### src/hw/rtl/bt_pkg.sv
`timescale 1ns / 1ps

package bt_pkg;

  // default list depths
  localparam int unsigned SourceDepthDefault = 64;
  localparam int unsigned TargetDepthDefault = 64;

  // field widths
  localparam int unsigned FuncW  = 2;
  localparam int unsigned IdxW   = 6;
  localparam int unsigned ByteW  = 8;
  localparam int unsigned CountW = 7;
  localparam int unsigned CfgIdxW = 1;
  // wide enough for any position or count up to a depth of 256
  localparam int unsigned CmpW   = 9;

  // item function codes
  typedef enum logic [FuncW-1:0] {
    FUNC_XLATE  = 2'd0,
    FUNC_WR_SRC = 2'd1,
    FUNC_WR_TGT = 2'd2
  } func_e;

  // configuration register indexes
  typedef enum logic [CfgIdxW-1:0] {
    CFG_SOURCE_COUNT = 1'd0,
    CFG_TARGET_COUNT = 1'd1
  } cfg_e;

  // one item as it travels down the cell row
  typedef struct packed {
    logic             vld;
    logic [FuncW-1:0] func;
    logic [IdxW-1:0]  idx;
    logic [ByteW-1:0] data;
    logic             hit;
  } item_t;

endpackage

### src/hw/rtl/bt_cell.sv
`timescale 1ns / 1ps

module bt_cell
  import bt_pkg::*;
#(
  parameter int unsigned POS   = 0,
  parameter int unsigned POS_W = 6
) (
  input  logic              clk_i,
  input  logic              rst_ni,
  input  logic              en_i,
  input  logic [CountW-1:0] src_count_i,
  input  item_t             item_i,
  input  logic [POS_W-1:0]  pos_i,
  output item_t             item_o,
  output logic [POS_W-1:0]  pos_o
);

  logic [ByteW-1:0] entry_q, entry_d;
  logic             vld_q;
  item_t            item_q, item_d;
  logic [POS_W-1:0] pos_q, pos_d;
  logic             wr_here;
  logic             in_range;
  logic             match;

  // write of this cell's source entry
  assign wr_here  = item_i.vld && (item_i.func == FUNC_WR_SRC)
                    && ({{(CmpW-IdxW){1'b0}}, item_i.idx} == CmpW'(POS));
  assign in_range = CmpW'(POS) < {{(CmpW-CountW){1'b0}}, src_count_i};

  // first match wins, zero byte never matches
  assign match = item_i.vld && (item_i.func == FUNC_XLATE) && !item_i.hit
                 && in_range && (item_i.data != '0) && (entry_q == item_i.data);

  always_comb begin
    entry_d = wr_here ? item_i.data : entry_q;
    item_d  = item_i;
    pos_d   = pos_i;
    if (match) begin
      item_d.hit = 1'b1;
      pos_d      = POS_W'(POS);
    end
  end

  // source entry, undefined until written
  always_ff @(posedge clk_i) begin
    if (en_i) begin
      entry_q <= entry_d;
      item_q  <= item_d;
      pos_q   <= pos_d;
    end
  end

  // item valid bit
  always_ff @(posedge clk_i or negedge rst_ni) begin
    if (!rst_ni) begin
      vld_q <= 1'b0;
    end else if (en_i) begin
      vld_q <= item_d.vld;
    end
  end

  always_comb begin
    item_o     = item_q;
    item_o.vld = vld_q;
  end
  assign pos_o = pos_q;

endmodule

### src/hw/rtl/bt_lookup.sv
`timescale 1ns / 1ps

module bt_lookup
  import bt_pkg::*;
#(
  parameter int unsigned TARGET_DEPTH = TargetDepthDefault,
  parameter int unsigned POS_W        = 6
) (
  input  logic              clk_i,
  input  logic              rst_ni,
  input  logic              en_i,
  input  logic [CountW-1:0] tgt_count_i,
  input  item_t             item_i,
  input  logic [POS_W-1:0]  pos_i,
  output logic              out_valid_o,
  output logic [ByteW-1:0]  out_byte_o
);

  localparam int unsigned AddrW = (TARGET_DEPTH > 1) ? $clog2(TARGET_DEPTH) : 1;

  logic [ByteW-1:0] tgt_mem [TARGET_DEPTH];
  logic [ByteW-1:0] rd_q;
  logic [ByteW-1:0] byte_q;
  logic             hit_q;
  logic             out_valid_q, out_valid_d;
  logic [CmpW-1:0]  tcnt;
  logic [CmpW-1:0]  pos_ext;
  logic [CmpW-1:0]  rd_addr_ext;
  logic [CmpW-1:0]  wr_addr_ext;
  logic             wr_en;
  logic             is_xlate;

  // clamp the count to the depth and the position to the last entry
  assign tcnt = ({{(CmpW-CountW){1'b0}}, tgt_count_i} > CmpW'(TARGET_DEPTH))
                ? CmpW'(TARGET_DEPTH) : {{(CmpW-CountW){1'b0}}, tgt_count_i};
  assign pos_ext     = CmpW'(pos_i);
  assign rd_addr_ext = (pos_ext >= tcnt) ? (tcnt - CmpW'(1)) : pos_ext;

  assign wr_addr_ext = {{(CmpW-IdxW){1'b0}}, item_i.idx};
  assign wr_en       = en_i && item_i.vld && (item_i.func == FUNC_WR_TGT)
                       && (wr_addr_ext < CmpW'(TARGET_DEPTH));

  // a hit with an empty target list deletes the byte
  assign is_xlate    = item_i.vld && (item_i.func == FUNC_XLATE);
  assign out_valid_d = is_xlate && (!item_i.hit || (tcnt != '0));

  // target list memory with registered read
  always_ff @(posedge clk_i) begin
    if (wr_en) begin
      tgt_mem[wr_addr_ext[AddrW-1:0]] <= item_i.data;
    end
    if (en_i) begin
      rd_q   <= tgt_mem[rd_addr_ext[AddrW-1:0]];
      byte_q <= item_i.data;
      hit_q  <= item_i.hit;
    end
  end

  // output valid
  always_ff @(posedge clk_i or negedge rst_ni) begin
    if (!rst_ni) begin
      out_valid_q <= 1'b0;
    end else if (en_i) begin
      out_valid_q <= out_valid_d;
    end
  end

  assign out_valid_o = out_valid_q;
  assign out_byte_o  = hit_q ? rd_q : byte_q;

endmodule

### src/hw/rtl/byte_transliterator.sv
`timescale 1ns / 1ps

// byte transliterator, tr style
// input channel (in_valid_i/in_ready_o) carries items: func_i selects
// translate, write source entry or write target entry; entry_index_i is
// the list position of a write, byte_value_i the byte or the character.
// config channel (cfg_valid_i/cfg_ready_o) sets source_count (index 0)
// and target_count (index 1); it is always ready.
// the source list lives in a row of SOURCE_DEPTH cells, one entry each;
// every item walks the row one cell per cycle unless the row holds, and
// the first matching cell tags it with its position. the target list is
// a memory read at the end of the row.
// an item passes through every cell register and then the lookup
// registers; throughput: one item per cycle unless the row holds.
// writes ride the row too, so they stay in order with translates.
// a translate item gives one output item unless it hits with an empty
// target list; write items give none.
// when out_ready_i is low with an output waiting, the whole row holds and
// in_ready_o drops.
// reset clears counts and valid bits; list contents are undefined until
// written.

module byte_transliterator
  import bt_pkg::*;
#(
  parameter int unsigned SOURCE_DEPTH = SourceDepthDefault,
  parameter int unsigned TARGET_DEPTH = TargetDepthDefault
) (
  input  logic               clk_i,
  input  logic               rst_ni,
  input  logic               in_valid_i,
  output logic               in_ready_o,
  input  logic [FuncW-1:0]   func_i,
  input  logic [IdxW-1:0]    entry_index_i,
  input  logic [ByteW-1:0]   byte_value_i,
  output logic               out_valid_o,
  input  logic               out_ready_i,
  output logic [ByteW-1:0]   out_byte_o,
  input  logic               cfg_valid_i,
  output logic               cfg_ready_o,
  input  logic [CfgIdxW-1:0] cfg_index_i,
  input  logic [CountW-1:0]  cfg_data_i
);

  localparam int unsigned PosW = (SOURCE_DEPTH > 1) ? $clog2(SOURCE_DEPTH) : 1;

  logic              en;
  logic [CountW-1:0] src_count_q;
  logic [CountW-1:0] tgt_count_q;
  item_t             chain   [SOURCE_DEPTH+1];
  logic [PosW-1:0]   pos_row [SOURCE_DEPTH+1];

  // the row moves unless a finished output is stalled
  assign en          = !out_valid_o || out_ready_i;
  assign in_ready_o  = en;
  assign cfg_ready_o = 1'b1;

  // configuration registers
  always_ff @(posedge clk_i or negedge rst_ni) begin
    if (!rst_ni) begin
      src_count_q <= '0;
      tgt_count_q <= '0;
    end else if (cfg_valid_i) begin
      unique case (cfg_index_i)
        CFG_SOURCE_COUNT: src_count_q <= cfg_data_i;
        CFG_TARGET_COUNT: tgt_count_q <= cfg_data_i;
        default: ;
      endcase
    end
  end

  // item entering the row
  assign chain[0]   = {in_valid_i, func_i, entry_index_i, byte_value_i, 1'b0};
  assign pos_row[0] = '0;

  // row of source cells
  for (genvar k = 0; k < SOURCE_DEPTH; k++) begin : g_cell
    bt_cell #(
      .POS   (k),
      .POS_W (PosW)
    ) u_cell (
      .clk_i       (clk_i),
      .rst_ni      (rst_ni),
      .en_i        (en),
      .src_count_i (src_count_q),
      .item_i      (chain[k]),
      .pos_i       (pos_row[k]),
      .item_o      (chain[k+1]),
      .pos_o       (pos_row[k+1])
    );
  end

  // target lookup and output register
  bt_lookup #(
    .TARGET_DEPTH (TARGET_DEPTH),
    .POS_W        (PosW)
  ) u_lookup (
    .clk_i       (clk_i),
    .rst_ni      (rst_ni),
    .en_i        (en),
    .tgt_count_i (tgt_count_q),
    .item_i      (chain[SOURCE_DEPTH]),
    .pos_i       (pos_row[SOURCE_DEPTH]),
    .out_valid_o (out_valid_o),
    .out_byte_o  (out_byte_o)
  );

endmodule
### config.mk
export PLATFORM = sky130hd
export DESIGN_NAME = byte_transliterator
export DESIGN_NICKNAME = d
export VERILOG_FILES = /design/src/hw/rtl/bt_pkg.sv /design/src/hw/rtl/bt_cell.sv /design/src/hw/rtl/bt_lookup.sv /design/src/hw/rtl/byte_transliterator.sv
export SDC_FILE = /design/constraint.sdc
export NUM_CORES = 2
export LEC_CHECK = 0
export ABC_AREA = 0
export BUFFER_PORTS_ARGS = -buffer_cell sky130_fd_sc_hd__buf_2
export CAP_MARGIN = 15
export CORE_MARGIN = 4
export CORE_UTILIZATION = 40
export CTS_BUF_LIST = sky130_fd_sc_hd__clkbuf_16
export CTS_CLUSTER_DIAMETER = 120
export CTS_CLUSTER_SIZE = 24
export DETAILED_ROUTE_END_ITERATION = 7
export PLACE_DENSITY = 0.62
export SETUP_SLACK_MARGIN = 0.05
export SLEW_MARGIN = 40
export SYNTH_ARGS = -nofsm -noshare
export SYNTH_HDL_FRONTEND = slang
export SYNTH_HIERARCHICAL = 1
export SYNTH_SLANG_ARGS = --single-unit
### constraint.sdc
create_clock -name clk_i -period 124.1 [get_ports clk_i]
set_input_delay 24.82 -clock clk_i [delete_from_list [all_inputs] [get_ports clk_i]]
set_output_delay 24.82 -clock clk_i [all_outputs]
set_load 0.005 [all_outputs]
==> results list <==
- The run finished with clean final reports.
* Routability cong.: 0.823
- Summed over all failing endpoints, the final setup total negative slack is 0 ns.
* Cell types occupying the most area after synthesis: edfxtp_1 (73%), xnor2_1 (2.5%), dfrtp_1 (1.9%)
* CTS-repair resized insts: 0
- VDD sags by at most 0.0131 mV.
* Yosys warnings: 6
- Combined global-route utilization of all metal layers: 15.5%
- The synthesized design contains 2513 enable-type register cells.
* Hold Crit Class: reg -> reg
- Initial antenna violation count: 3
- Peak clock frequency supported by timing: 0.0198 GHz
- Remaining global-route overflow: 0
* Clock Latency Late Sink: 0.82 ns
* Most used flip-flop cell after synthesis: edfxtp_1
- The setup check on the worst reg-to-reg path leaves a slack of 118.20 ns.
* Proportion of layout cells with a drive suffix above 1: 9.55%
- The finished cells cover 111000 sq um.
* CP Capture Type: output port
- TritonCTS Buffers: 118
- Num Clock Sinks: 2592
- Actual transition at the worst max-transition pin: 0.906 ns
* Area after DPL: 108000 sq um
- Clock transition at the registers of the reported paths: 0.10 ns
- In the synthesized netlist the async set-or-reset flop fraction comes to 3.05%.
* Cell Pwr Density: 13.6 nW/um^2
- Hold path start: g_cell[48].u_cell/item_o[9]
* Via density: 5.47
- TritonCTS clock tree: done
* Portion of the clock cycle consumed by the worst path in the final layout: 40.7%
- The number of cells on the worst reg-to-reg path is 14.
* Final Hold Viols: 0
- Violation count after the first detailed-route iteration: 5878
- The count of nets left with antenna violations once routing finished came out at 0.
- Initial Utilization: 40.2%
- Worst hold path endpoint: g_cell[49].u_cell/item_o[9]
- The number of global-route vias before repair was 52800.
* Half-perimeter wire length after placement: 131000 um
- Routed len/inst: 21.5 um
- Register area share after synthesis: 75.0%
- The die is 516 um tall.
- For this design the static power due to leakage is 38.0 nW.
- Setup repair after global routing left no endpoint under its margin.
* First-pass GRT wire length: 324000 um
- Number of different library cells in the post-synthesis netlist: 109
- Die area: 266000 sq um
* Mean post-synth cell area: 16.4 sq um
* Flip-flop and latch count after synthesis: 2592
* Remaining DRCs: 0
* Hold buffer count at CTS: 0
* Cell taking the most area after synthesis: edfxtp_1
- Clock skew: 0.0594 ns
- Number of cells on the worst hold path: 0
- Max-cap violations in this run came to 0.
* Post-CTS setup buffer count: 0
- Total routed wirelength: 211000 um
* Area inside the core boundary: 257000 sq um
- Die span in x: 516 um
- The endpoint identified for the worst register-to-register timing path is u_lookup/rd_q[1].
* Crit Reg-Reg Startpoint: tgt_count_q[6]
- Worst Path Max Fanout: 14
- For this block, the via count after detailed routing is 53800.
* Pre-Repair DR Iteration Count: 8
- Largest net degree at the start of global routing: 177
- The synthesized netlist occupies a cell area of 103000 sq um.
- The worst setup path is launched from a primary input.
- Final number of setup-violating endpoints: 0
* Post-Syn Instances: 6280
* Critical path class: in -> out
* CP Data Arrival Time: 25.67 ns
- Measured against its own limit, the worst slew margin works out to 39.5%.
- Nets: 6395
- 40 I/O pins were placed.
- Commonest cells in the netlist: edfxtp_1 (2513), nand2_1 (473), a21oi_1 (299), xnor2_1 (293), inv_1 (264)
- Cell at the root of the clock tree: clkbuf_16
- Port bufs: 38
- Num rows: 186
* Share of the synthesized area in the top cell type: 73.1%
- The worst path needs 50.49 ns of the cycle, external delays included.
- For the worst setup path, the data required time is 99.28 ns.
* Final-layout fill cell count: 22400
- The count of pins over their slew limit is 0.
- edfxtp_1 is the most common cell in the netlist.
* Clock H-tree levels: 3
- From synthesis to final layout, the design area changed by 7.81%.
* Maximum clock path buffer count: 3
[per-stage QoR]
stage | util (%) | hold slack (ns) | power, mW | setup slack [ns] | cells
2_1_floorplan | - | 0.417 | 1.06 | 36.44 | 6287
3_3_place_gp | 41.9 | 0.422 | 1.09 | 73.60 | 9617
3_5_place_dp | 41.9 | 0.423 | 1.09 | 73.61 | 9619
4_1_cts | 43.3 | 0.422 | 1.52 | 73.60 | 9820
5_1_grt | 43.3 | 0.434 | 1.56 | 73.60 | 9823
6_report | 43.3 | 0.424 | 1.51 | 73.61 | 9826
[where the power goes]
part | internal (mW) | total, mW | leakage (nW) | switching [mW]
clock network | 0.177 | 0.438 | 1.93 | 0.260
registers | 0.975 | 0.997 | 28.2 | 0.0221
logic | 0.0258 | 0.0736 | 7.82 | 0.0478
[critical path: stages]
cell and delay [ns]:
buf_2 0.08, nand2b_4 0.35, buf_2 0.37
[layer usage]
metal | vias to the layer above | global-route usage, % | wire length [um]
met3 | 246 | 2.16 | 12100
met4 | 0 | 3.83 | 4570
li1 | 24600 | - | -
met2 | 1496 | 26.0 | 103000
met5 | - | 0 | 0
met1 | 27400 | 21.4 | 91700
[how the worst max path moves through the flow]
stage	startpoint	endpoint	slack, ns
after floorplan	out_ready_i	in_ready_o	36.44
after global placement	out_ready_i	in_ready_o	73.60
after detailed placement	out_ready_i	in_ready_o	73.61
after CTS	out_ready_i	in_ready_o	73.60
after global routing	out_ready_i	in_ready_o	73.60
final	out_ready_i	in_ready_o	73.61
[registers in the layout, indices dropped and copies added (netlist names), 7 cells and up]
register	flops
g_cell.u_cell/entry_q	512
g_cell.u_cell/pos_o	384
g_cell.u_cell/item_o	1088
src_count_q	7
u_lookup/rd_q	8
u_lookup/byte_q	8
u_lookup/tgt_mem	512
g_cell.u_cell/vld_q	64
tgt_count_q	7
[layout make-up]
| class | count | area [sq um] | area share [%] |
|---|---|---|---|
| Sequential cell | 2592 | 77500 | 69.6 |
| Clock inverter | 83 | 477 | 0.428 |
| Multi-Input combinational cell | 3226 | 23900 | 21.5 |
| Antenna cell | 3 | 7.51 | 0.00674 |
| Clock buffer | 118 | 2950 | 2.65 |
| Timing Repair Buffer | 154 | 1270 | 1.15 |
| Tap cell | 3384 | 4230 | 3.80 |
| Inverter | 266 | 1000 | 0.899 |
[layout by cell type, fill, tap and decap left out, types with 27 or more instances in the layout]
cell          n
a21oi_1     299
a31oi_1      27
a41o_1       37
a41oi_1      63
buf_2        37
buf_4        83
buf_6        27
clkbuf_16   118
dfrtp_1      72
edfxtp_1   2513
inv_1       337
mux2_2       83
mux2i_1     115
nand2_1     471
nand2b_1    156
nand3_1      51
nand4_1      76
nand4b_1     48
nor2_1      105
nor3_1       43
nor4_1       85
nor4b_1      51
o2111ai_1    55
o21ai_0     153
o22ai_1      32
o31ai_1      70
o41a_1       60
o41ai_1     124
or4_4        56
xnor2_1     293
xor2_1      220
[cells by family after synthesis]
family,count (synthesis),synth area share [%]
adder cells (fa/ha/maj),8,0.0969
AO/OA/AOI/OAI,1089,7.99
flip-flops,2592,75.0
AND/OR/NAND/NOR,1396,8.29
XOR/XNOR,514,4.37
multiplexers,210,2.20
other,2,0.00727
buffers and inverters,469,2.06
No activity file was read; power rests on OpenSTA's default activity.
